## src/design/pwh_pkg.sv

```systemverilog
// Package for the password hash block: widths, constants, shared types and
// the radix-65521 long-division step. No dependencies.
package pwh_pkg;

   localparam int CHAR_W     = 7;
   localparam int HASH_W     = 16;
   localparam int ACC_W      = 64;
   localparam int DIGIT_W    = 16;
   localparam int SUM_W      = 32;
   localparam int CHUNKS     = ACC_W / DIGIT_W;   // 16-bit chunks per dividend
   localparam int DIV_DIGITS = 3;                 // digits taken as remainders
   localparam int DEF_QUEUE_DEPTH = 4;

   localparam logic [DIGIT_W-1:0] MODULUS = 16'd65521;

   // Digit weights, index 0 is the least significant digit
   localparam logic [3:0][DIGIT_W-1:0] WEIGHTS = {16'd45912, 16'd35511, 16'd65169, 16'd4625};

   typedef logic [ACC_W-1:0] acc_type;

   typedef struct packed {
      logic    valid;
      acc_type data;
   } push_type;

   typedef struct packed {
      logic [DIGIT_W-1:0] quo;
      logic [DIGIT_W-1:0] rem;
   } step_type;

   typedef struct packed {
      acc_type                           num;
      acc_type                           quo;
      logic [DIGIT_W-1:0]                rem;
      logic [DIV_DIGITS-1:0][DIGIT_W-1:0] digs;
   } div_type;

   // One long-division step: (rem*2^16 + chunk) / 65521, rem < 65521.
   // 2^16 = 65521 + 15, so the quotient is rem + k with k the small quotient
   // of 15*rem + chunk (< 2^20), which folds once more and needs one subtract.
   function automatic step_type chunk_step(input logic [DIGIT_W-1:0] rem,
                                           input logic [DIGIT_W-1:0] chunk);
      logic [19:0]        y;
      logic [3:0]         k0;
      logic [7:0]         k15;
      logic [16:0]        t;
      logic               carry;
      step_type           res;
      y     = ({4'b0, rem} << 4) - {4'b0, rem} + {4'b0, chunk};
      k0    = y[19:16];
      k15   = {k0, 4'b0} - {4'b0, k0};
      t     = {1'b0, y[15:0]} + {9'b0, k15};
      carry = (t >= {1'b0, MODULUS});
      res.rem = carry ? 16'(t - {1'b0, MODULUS}) : t[15:0];
      res.quo = rem + {12'b0, k0} + {15'b0, carry};
      return res;
   endfunction

endpackage

```

## src/design/pwh_if.sv

```systemverilog
// Valid/ready channel interfaces for request and response beats.
// Depends on pwh_pkg.
interface pwh_req_if;
   logic                        valid;
   logic                        ready;
   logic [pwh_pkg::CHAR_W-1:0]  char_code;
   logic                        is_last;
   modport source (output valid, output char_code, output is_last, input ready);
   modport sink   (input valid, input char_code, input is_last, output ready);
endinterface

interface pwh_rsp_if;
   logic                        valid;
   logic                        ready;
   logic [pwh_pkg::HASH_W-1:0]  hash_value;
   modport source (output valid, output hash_value, input ready);
   modport sink   (input valid, input hash_value, output ready);
endinterface

```

## src/design/password_hash_base128_mod65521_top.sv

```systemverilog
// Top level of the password hash block: front end, queue and back end.
// Uses pwh_pkg, pwh_if, pwh_front, pwh_queue, pwh_back.
//
// Usage:
//  - req channel: one beat per password character (char_code, 7-bit ASCII),
//    first character first; is_last marks the final character. Each beat
//    updates acc = acc*128 + char (mod 2^64); the last beat also closes the
//    password and clears acc.
//  - rsp channel: one beat per password, hash_value in 0..65520, in order.
//  - Throughput: one request beat per cycle while the queue has room; one
//    response per cycle as long as the receiver takes them. Set by the
//    64-bit shift-add in the front end.
//  - Pipeline: the queue entry is written at the edge accepting is_last, then
//    18 pipeline registers: input register, twelve 16-bit long-division
//    stages, digit fixup, multiply, sum and two reduction stages.
//  - Stall: when rsp is held off, the back-end pipeline freezes as a whole;
//    the queue (QUEUE_DEPTH entries) absorbs finished passwords, and req.ready
//    drops only once the queue is full.
//  - Reset (synchronous): clears the accumulator, queue and pipeline valids;
//    rsp.valid is low the cycle after reset.
module password_hash_base128_mod65521_top #(
   parameter int QUEUE_DEPTH = pwh_pkg::DEF_QUEUE_DEPTH
) (
   input logic        clock,
   input logic        reset,
   pwh_req_if.sink    req,
   pwh_rsp_if.source  rsp
);
   import pwh_pkg::*;

   push_type push;    // finished accumulator from the front end
   push_type head;    // oldest queued accumulator
   logic     push_ready;
   logic     pop;

   pwh_front u_front (
      .clock      (clock),
      .reset      (reset),
      .req        (req),
      .push_ready (push_ready),
      .push       (push)
   );

   pwh_queue #(
      .DEPTH (QUEUE_DEPTH)
   ) u_queue (
      .clock      (clock),
      .reset      (reset),
      .push       (push),
      .push_ready (push_ready),
      .head       (head),
      .pop        (pop)
   );

   pwh_back u_back (
      .clock (clock),
      .reset (reset),
      .head  (head),
      .pop   (pop),
      .rsp   (rsp)
   );

endmodule

```

## src/design/pwh_front.sv

```systemverilog
// Front end: takes character beats, keeps the base-128 accumulator and
// pushes the finished accumulator on the last character. Uses pwh_pkg, pwh_if.
module pwh_front (
   input  logic              clock,
   input  logic              reset,
   pwh_req_if.sink           req,
   input  logic              push_ready,
   output pwh_pkg::push_type push
);
   import pwh_pkg::*;

   acc_type acc_ff;
   acc_type acc_in;
   acc_type acc_next;
   logic    accept;

   assign req.ready = push_ready;
   assign accept    = req.valid && req.ready;
   assign acc_next  = {acc_ff[ACC_W-CHAR_W-1:0], req.char_code};

   always_comb begin
      acc_in = acc_ff;
      if (accept) begin
         acc_in = req.is_last ? '0 : acc_next;
      end
   end

   assign push.valid = accept && req.is_last;
   assign push.data  = acc_next;

   always_ff @(posedge clock) begin
      if (reset) begin
         acc_ff <= '0;
      end else begin
         acc_ff <= acc_in;
      end
   end

endmodule

```

## src/design/pwh_queue.sv

```systemverilog
// Short queue of finished accumulators between front and back end.
// Uses pwh_pkg.
module pwh_queue #(
   parameter int DEPTH = pwh_pkg::DEF_QUEUE_DEPTH
) (
   input  logic              clock,
   input  logic              reset,
   input  pwh_pkg::push_type push,
   output logic              push_ready,
   output pwh_pkg::push_type head,
   input  logic              pop
);
   import pwh_pkg::*;

   localparam int PTR_W = (DEPTH > 1) ? $clog2(DEPTH) : 1;
   localparam int CNT_W = $clog2(DEPTH + 1);

   acc_type           mem_ff [DEPTH];
   logic [PTR_W-1:0]  wr_ptr_ff, wr_ptr_in;
   logic [PTR_W-1:0]  rd_ptr_ff, rd_ptr_in;
   logic [CNT_W-1:0]  cnt_ff, cnt_in;
   logic              wr_en;
   logic              rd_en;

   function automatic logic [PTR_W-1:0] ptr_inc(input logic [PTR_W-1:0] ptr);
      return (ptr == PTR_W'(DEPTH - 1)) ? '0 : ptr + 1'b1;
   endfunction

   assign push_ready = (cnt_ff != CNT_W'(DEPTH));
   assign head.valid = (cnt_ff != '0);
   assign head.data  = mem_ff[rd_ptr_ff];
   assign wr_en      = push.valid && push_ready;
   assign rd_en      = pop && head.valid;

   always_comb begin
      wr_ptr_in = wr_en ? ptr_inc(wr_ptr_ff) : wr_ptr_ff;
      rd_ptr_in = rd_en ? ptr_inc(rd_ptr_ff) : rd_ptr_ff;
      cnt_in    = cnt_ff + CNT_W'(wr_en) - CNT_W'(rd_en);
   end

   always_ff @(posedge clock) begin
      if (reset) begin
         wr_ptr_ff <= '0;
         rd_ptr_ff <= '0;
         cnt_ff    <= '0;
      end else begin
         wr_ptr_ff <= wr_ptr_in;
         rd_ptr_ff <= rd_ptr_in;
         cnt_ff    <= cnt_in;
      end
   end

   always_ff @(posedge clock) begin
      if (wr_en) begin
         mem_ff[wr_ptr_ff] <= push.data;
      end
   end

endmodule

```

## src/design/pwh_back.sv

```systemverilog
// Back end: pipelined base-65521 digit split, weighted fold and final
// reduction, with the output register. Uses pwh_pkg, pwh_if.
module pwh_back (
   input  logic              clock,
   input  logic              reset,
   input  pwh_pkg::push_type head,
   output logic              pop,
   pwh_rsp_if.source         rsp
);
   import pwh_pkg::*;

   localparam int STEPS = DIV_DIGITS * CHUNKS;  // one 16-bit chunk per stage
   localparam int PIPE  = STEPS + 6;            // div regs + digit, prod, sum, part, out

   div_type                       div_ff [STEPS+1];
   logic [PIPE-1:0]               vld_ff, vld_in;
   logic [3:0][DIGIT_W-1:0]       dig_ff, dig_in;
   logic [3:0][SUM_W-1:0]         prod_ff, prod_in;
   logic [SUM_W-1:0]              sum_ff, sum_in;
   logic [DIGIT_W-1:0]            part_ff, part_in;
   logic [DIGIT_W-1:0]            lo_ff;
   logic [HASH_W-1:0]             hash_ff, hash_in;
   logic [DIGIT_W:0]              q3;
   step_type                      hi_step, lo_step;
   logic                          advance;

   function automatic div_type div_step(input div_type cur, input int s);
      logic [1:0] j;
      logic [1:0] i;
      step_type   st;
      div_type    nxt;
      j   = 2'(s / CHUNKS);
      i   = 2'(CHUNKS - 1 - s % CHUNKS);
      nxt = cur;
      st  = chunk_step(cur.rem, cur.num[DIGIT_W*i +: DIGIT_W]);
      nxt.quo[DIGIT_W*i +: DIGIT_W] = st.quo;
      nxt.rem = st.rem;
      if (i == 2'd0) begin
         // division done: remainder is a digit, quotient is the next dividend
         nxt.digs[j] = st.rem;
         nxt.num     = nxt.quo;
         nxt.quo     = '0;
         nxt.rem     = '0;
      end
      return nxt;
   endfunction

   assign advance = !vld_ff[PIPE-1] || rsp.ready;
   assign pop     = advance && head.valid;
   assign vld_in  = {vld_ff[PIPE-2:0], head.valid};

   // Top quotient is below twice the modulus
   assign q3 = div_ff[STEPS].num[DIGIT_W:0];

   always_comb begin
      dig_in[0] = div_ff[STEPS].digs[0];
      dig_in[1] = div_ff[STEPS].digs[1];
      dig_in[2] = div_ff[STEPS].digs[2];
      dig_in[3] = (q3 >= {1'b0, MODULUS}) ? 16'(q3 - {1'b0, MODULUS}) : q3[DIGIT_W-1:0];
      for (int k = 0; k < 4; k++) begin
         prod_in[k] = {16'b0, dig_ff[k]} * {16'b0, WEIGHTS[k]};
      end
      sum_in  = prod_ff[0] + prod_ff[1] + prod_ff[2] + prod_ff[3];
      hi_step = chunk_step('0, sum_ff[SUM_W-1:DIGIT_W]);
      part_in = hi_step.rem;
      lo_step = chunk_step(part_ff, lo_ff);
      hash_in = lo_step.rem;
   end

   always_ff @(posedge clock) begin
      if (reset) begin
         vld_ff <= '0;
      end else if (advance) begin
         vld_ff <= vld_in;
      end
   end

   always_ff @(posedge clock) begin
      if (advance) begin
         div_ff[0].num  <= head.data;
         div_ff[0].quo  <= '0;
         div_ff[0].rem  <= '0;
         div_ff[0].digs <= '0;
         for (int s = 0; s < STEPS; s++) begin
            div_ff[s+1] <= div_step(div_ff[s], s);
         end
         dig_ff  <= dig_in;
         prod_ff <= prod_in;
         sum_ff  <= sum_in;
         part_ff <= part_in;
         lo_ff   <= sum_ff[DIGIT_W-1:0];
         hash_ff <= hash_in;
      end
   end

   assign rsp.valid      = vld_ff[PIPE-1];
   assign rsp.hash_value = hash_ff;

endmodule

```

## src/flat_wrapper.sv

```systemverilog
// flat-port wrapper written by rule: the top's interface ports become plain ports
module password_hash_base128_mod65521_top_flat import pwh_pkg::*;
#(
   parameter int QUEUE_DEPTH = pwh_pkg::DEF_QUEUE_DEPTH
)
  (clock, reset, req_valid, req_char_code, req_is_last, req_ready, rsp_valid, rsp_hash_value, rsp_ready);
  pwh_req_if req_i ();
  pwh_rsp_if rsp_i ();
  input logic clock;
  input logic reset;
  input wire logic [$bits(req_i.valid)-1:0] req_valid;
  input wire logic [$bits(req_i.char_code)-1:0] req_char_code;
  input wire logic [$bits(req_i.is_last)-1:0] req_is_last;
  output wire logic [$bits(req_i.ready)-1:0] req_ready;
  output wire logic [$bits(rsp_i.valid)-1:0] rsp_valid;
  output wire logic [$bits(rsp_i.hash_value)-1:0] rsp_hash_value;
  input wire logic [$bits(rsp_i.ready)-1:0] rsp_ready;
  assign req_i.valid = req_valid;
  assign req_i.char_code = req_char_code;
  assign req_i.is_last = req_is_last;
  assign req_ready = req_i.ready;
  assign rsp_valid = rsp_i.valid;
  assign rsp_hash_value = rsp_i.hash_value;
  assign rsp_i.ready = rsp_ready;
  password_hash_base128_mod65521_top #(.QUEUE_DEPTH(QUEUE_DEPTH)) u_core (.clock(clock), .reset(reset), .req(req_i), .rsp(rsp_i));
endmodule
```

## config.mk

```make
export PLATFORM = sky130hd
export DESIGN_NAME = password_hash_base128_mod65521_top_flat
export DESIGN_NICKNAME = d
export VERILOG_FILES = /design/src/design/pwh_pkg.sv /design/src/design/pwh_if.sv /design/src/design/password_hash_base128_mod65521_top.sv /design/src/design/pwh_front.sv /design/src/design/pwh_queue.sv /design/src/design/pwh_back.sv /design/src/flat_wrapper.sv
export SDC_FILE = /design/constraint.sdc
export NUM_CORES = 2
export LEC_CHECK = 0
export BUFFER_PORTS_ARGS = -buffer_cell sky130_fd_sc_hd__buf_2
export CAP_MARGIN = 10
export CELL_PAD_IN_SITES_DETAIL_PLACEMENT = 1
export CELL_PAD_IN_SITES_GLOBAL_PLACEMENT = 1
export CORE_ASPECT_RATIO = 0.6
export CORE_UTILIZATION = 40
export DETAILED_ROUTE_END_ITERATION = 16
export PLACE_DENSITY = 0.67
export SLEW_MARGIN = 0
export SYNTH_ARGS = -nofsm -noshare
export SYNTH_HDL_FRONTEND = slang
export SYNTH_SLANG_ARGS = --single-unit
```

## constraint.sdc

```tcl
create_clock -name clock -period 67.7 [get_ports clock]
set_clock_uncertainty 0.1 [all_clocks]
set_input_delay 10.155 -clock clock [delete_from_list [all_inputs] [get_ports clock]]
set_output_delay 10.155 -clock clock [all_outputs]
set_load 0.05 [all_outputs]
```

==> flow_summary.json <==
{
  "ys_types": 118,
  "finalSetupTns_ps": 0,
  "drt_iter0_drc": 3754,
  "syn2layout_area_growth_pct": 9.65,
  "cp-start-kind": "primary input",
  "synth_compound_area_share_pct": 8.26,
  "fp.dieArea_mm2": 0.239,
  "yosysTopAreaCell": "edfxtp_1",
  "synth_top_cells_by_area": "edfxtp_1 48%, ha_1 12%, fa_1 9.7%",
  "track_usage_pct": 18.3,
  "synth-simple-area-share_pct": 8.07,
  "hold_path_class": "reg -> reg",
  "synth-adder-area-share_pct": 21.5,
  "cp.required_ps": 67990,
  "synth.most_common_cell": "edfxtp_1",
  "syn_area_mm2": 0.0949,
  "ys_ff_latch": 1592,
  "synthCells": 7629,
  "fin_crit_ps": 14310,
  "max_freq_ghz": 0.0699,
  "start_util_pct": 40.2,
  "die_y_um": 379,
  "instances_no_fill": 11100,
  "clkSlewWorstSetupHoldPaths_ps": 70,
  "antenna_found_initial": 14,
  "via_per_inst": 5.18,
  "muxShareOfSynthArea_pct": 1.61,
  "wl_met1_um": 112000,
  "cts_hold_buf": 0,
  "post-cts-setup-buffers": 0,
  "drt_wl_total_um": 217000,
  "maxSlewHeadroom_pct": 21.0,
  "final_cell_area_mm2": 0.104,
  "cts_tree": "done",
  "dp_hpwl_um": 167000,
  "grt_pass1_vias": 60200,
  "endpoint_kind": "flop",
  "avgSynthCellArea_um2": 12.4,
  "whs_ps": 305,
  "synth_edf_count": 1508,
  "path_class": "in -> reg",
  "drtAntennaViolNets": 0,
  "route.detailed.drc": 2,
  "worst_pin_slew_ps": 1190,
  "worstPathMaxFanout": 174,
  "finalHoldViolations": 0,
  "netlist.area_leader.share_pct": 47.7,
  "slew_violations": 0,
  "final_nets": 9144,
  "place_area_mm2": 0.0991,
  "synth_top_family_by_area": "adder cells",
  "grt_pass1_wl_um": 344000,
  "synth_common_cells": "1508 x edfxtp_1, 1131 x inv_1, 879 x ha_1",
  "synth_xor_area_share_pct": 6.18,
  "post-route-period-util_pct": 21.1,
  "die_w_um": 631,
  "synth_flop_cell": "edfxtp_1",
  "dr.pass1.iters": 11,
  "dr_wl_met2_um": 87000,
  "arrival_ps": 14610,
  "violations": "design-rule violations",
  "finalSetupViolCount": 0,
  "overflow": 0,
  "yosysWarningCount": 0,
  "cts_buffers": 159,
  "htree_levels": 4,
  "ios": 30,
  "vias": 57300,
  "core_mm2": 0.236,
  "gp_congestion": 0.870,
  "synth_seq_area_share_pct": 49.5,
  "num-fill-cells": 24800,
  "numPlacedInstances": 10800,
  "rsz0062_at_grt": "no",
  "met3_wirelength_um": 14900,
  "cap_violations": 0,
  "drive_gt1_share_pct": 6.10,
  "async_flop_share_pct": 0,
  "clock_latency_ps": 860,
  "clock_path_buffers": 4,
  "cts_sinks": 1592,
  "routed.top_layer": "met5",
  "grt_max_degree": 194,
  "port_buffers": 29,
  "num_rows": 138,
  "status": "finished, violations left",
  "cts_resized": 0,
  "post_drt_wl_per_cell_um": 19.6,
  "cts-root-buf": "clkbuf_16"
}
## cell type report
type | count | area, um2 | share of cell area, %
inverter | 1132 | 4260 | 4.09
clock inverter | 91 | 838 | 0.806
clock buffer | 183 | 4160 | 4.00
multi-input combinational | 4850 | 43500 | 41.8
antenna | 4 | 10.0 | 0.00962
sequential | 1592 | 47000 | 45.1
timing repair buffer | 60 | 403 | 0.387
tap | 3150 | 3940 | 3.79
## registers in the layout, indices dropped and copies added (netlist names), 18 cells and up, named ones only
signal and count:
u_core.u_front.acc_ff 57, u_core.u_back.sum_ff 32, u_core.u_back.dig_ff 64, u_core.u_back.vld_ff 18, u_core.u_queue.mem_ff 256, u_core.u_back.div_ff 986
u_core.u_back.prod_ff 122
## metal layers
| layer | vias up | track usage, % |
|---|---|---|
| li1 | 27200 | - |
| met1 | 28900 | 28.2 |
| met2 | 1016 | 26.0 |
| met3 | 210 | 4.63 |
| met4 | 2 | 2.99 |
| met5 | - | 0 |
## worst paths after layout
path                                                         startpoint                                      end  slack [ps]  cells past startpoint
worst min register to register   u_core.u_back.div_ff[0][907]$_DFFE_PN_  u_core.u_back.div_ff[0][1099]$_DFFE_PN_         300                      0
worst max register to register  u_core.u_back.div_ff[0][1393]$_DFFE_PN_   u_core.u_back.div_ff[1][140]$_DFFE_PN_       57400                     33
worst min-delay path             u_core.u_back.div_ff[0][907]$_DFFE_PN_  u_core.u_back.div_ff[0][1099]$_DFFE_PN_         300                      0
worst max-delay path                                          rsp_ready  u_core.u_back.div_ff[0][1265]$_DFFE_PN_       53390                      7
## layout by cell type (no fill, tap or decap), types with 21 or more instances in the layout
cell       synthesis  routed
buf_2              4      29
o21a_1            71      71
o211ai_1          28      28
nor2b_1           65      64
or2_2             24      24
o21ai_0          184     184
inv_1           1131    1131
a21o_1           126     126
nand2_1          282     281
and2_1            43      43
nor4_1            22      22
and3_1            65      61
clkbuf_16          0     162
o21ai_1           21      21
fa_1             458     458
nor2_1           439     439
ha_1             879     879
dfxtp_1           84      82
nor3_1           122     122
conb_1             2      41
buf_4              3      29
o31ai_1           21      21
nand3_1          148     148
a211oi_1          46      46
a21oi_1          397     397
or3_1             37      37
clkinv_1           1      22
xnor2_1          497     497
edfxtp_1        1508    1508
clkinv_2           0      26
a31oi_1           48      48
o21bai_1          56      56
nor3b_1           70      70
xor2_1           166     166
nand2b_1          54      54
mux4_2            64      64
nand4_1           59      59
## logic make-up after synthesis
group / after synthesis
AO/OA/AOI/OAI: 1196
XOR/XNOR: 666
adder cells (fa/ha/maj): 1363
buffers and inverters: 1226
flip-flops: 1592
multiplexers: 72
other: 2
AND/OR/NAND/NOR: 1512
## per-stage QoR
step | setup WS, ps | util, %
after floorplan | 21370 | -
after global placement | 52760 | 42.0
after detailed placement | 52570 | 42.0
after CTS | 53430 | 44.1
after global routing | 53030 | 44.1
final | 53390 | 44.1
## critical path, stage by stage
cell and delay, ps:
buf_2 90, nor2b_2 160, inv_8 590, buf_4 930, buf_12 640, buf_4 780, buf_4 860
Power is left out: the tool's default activity adds up to more than one toggle a clock period on the data nets, which glitch-free logic cannot reach.
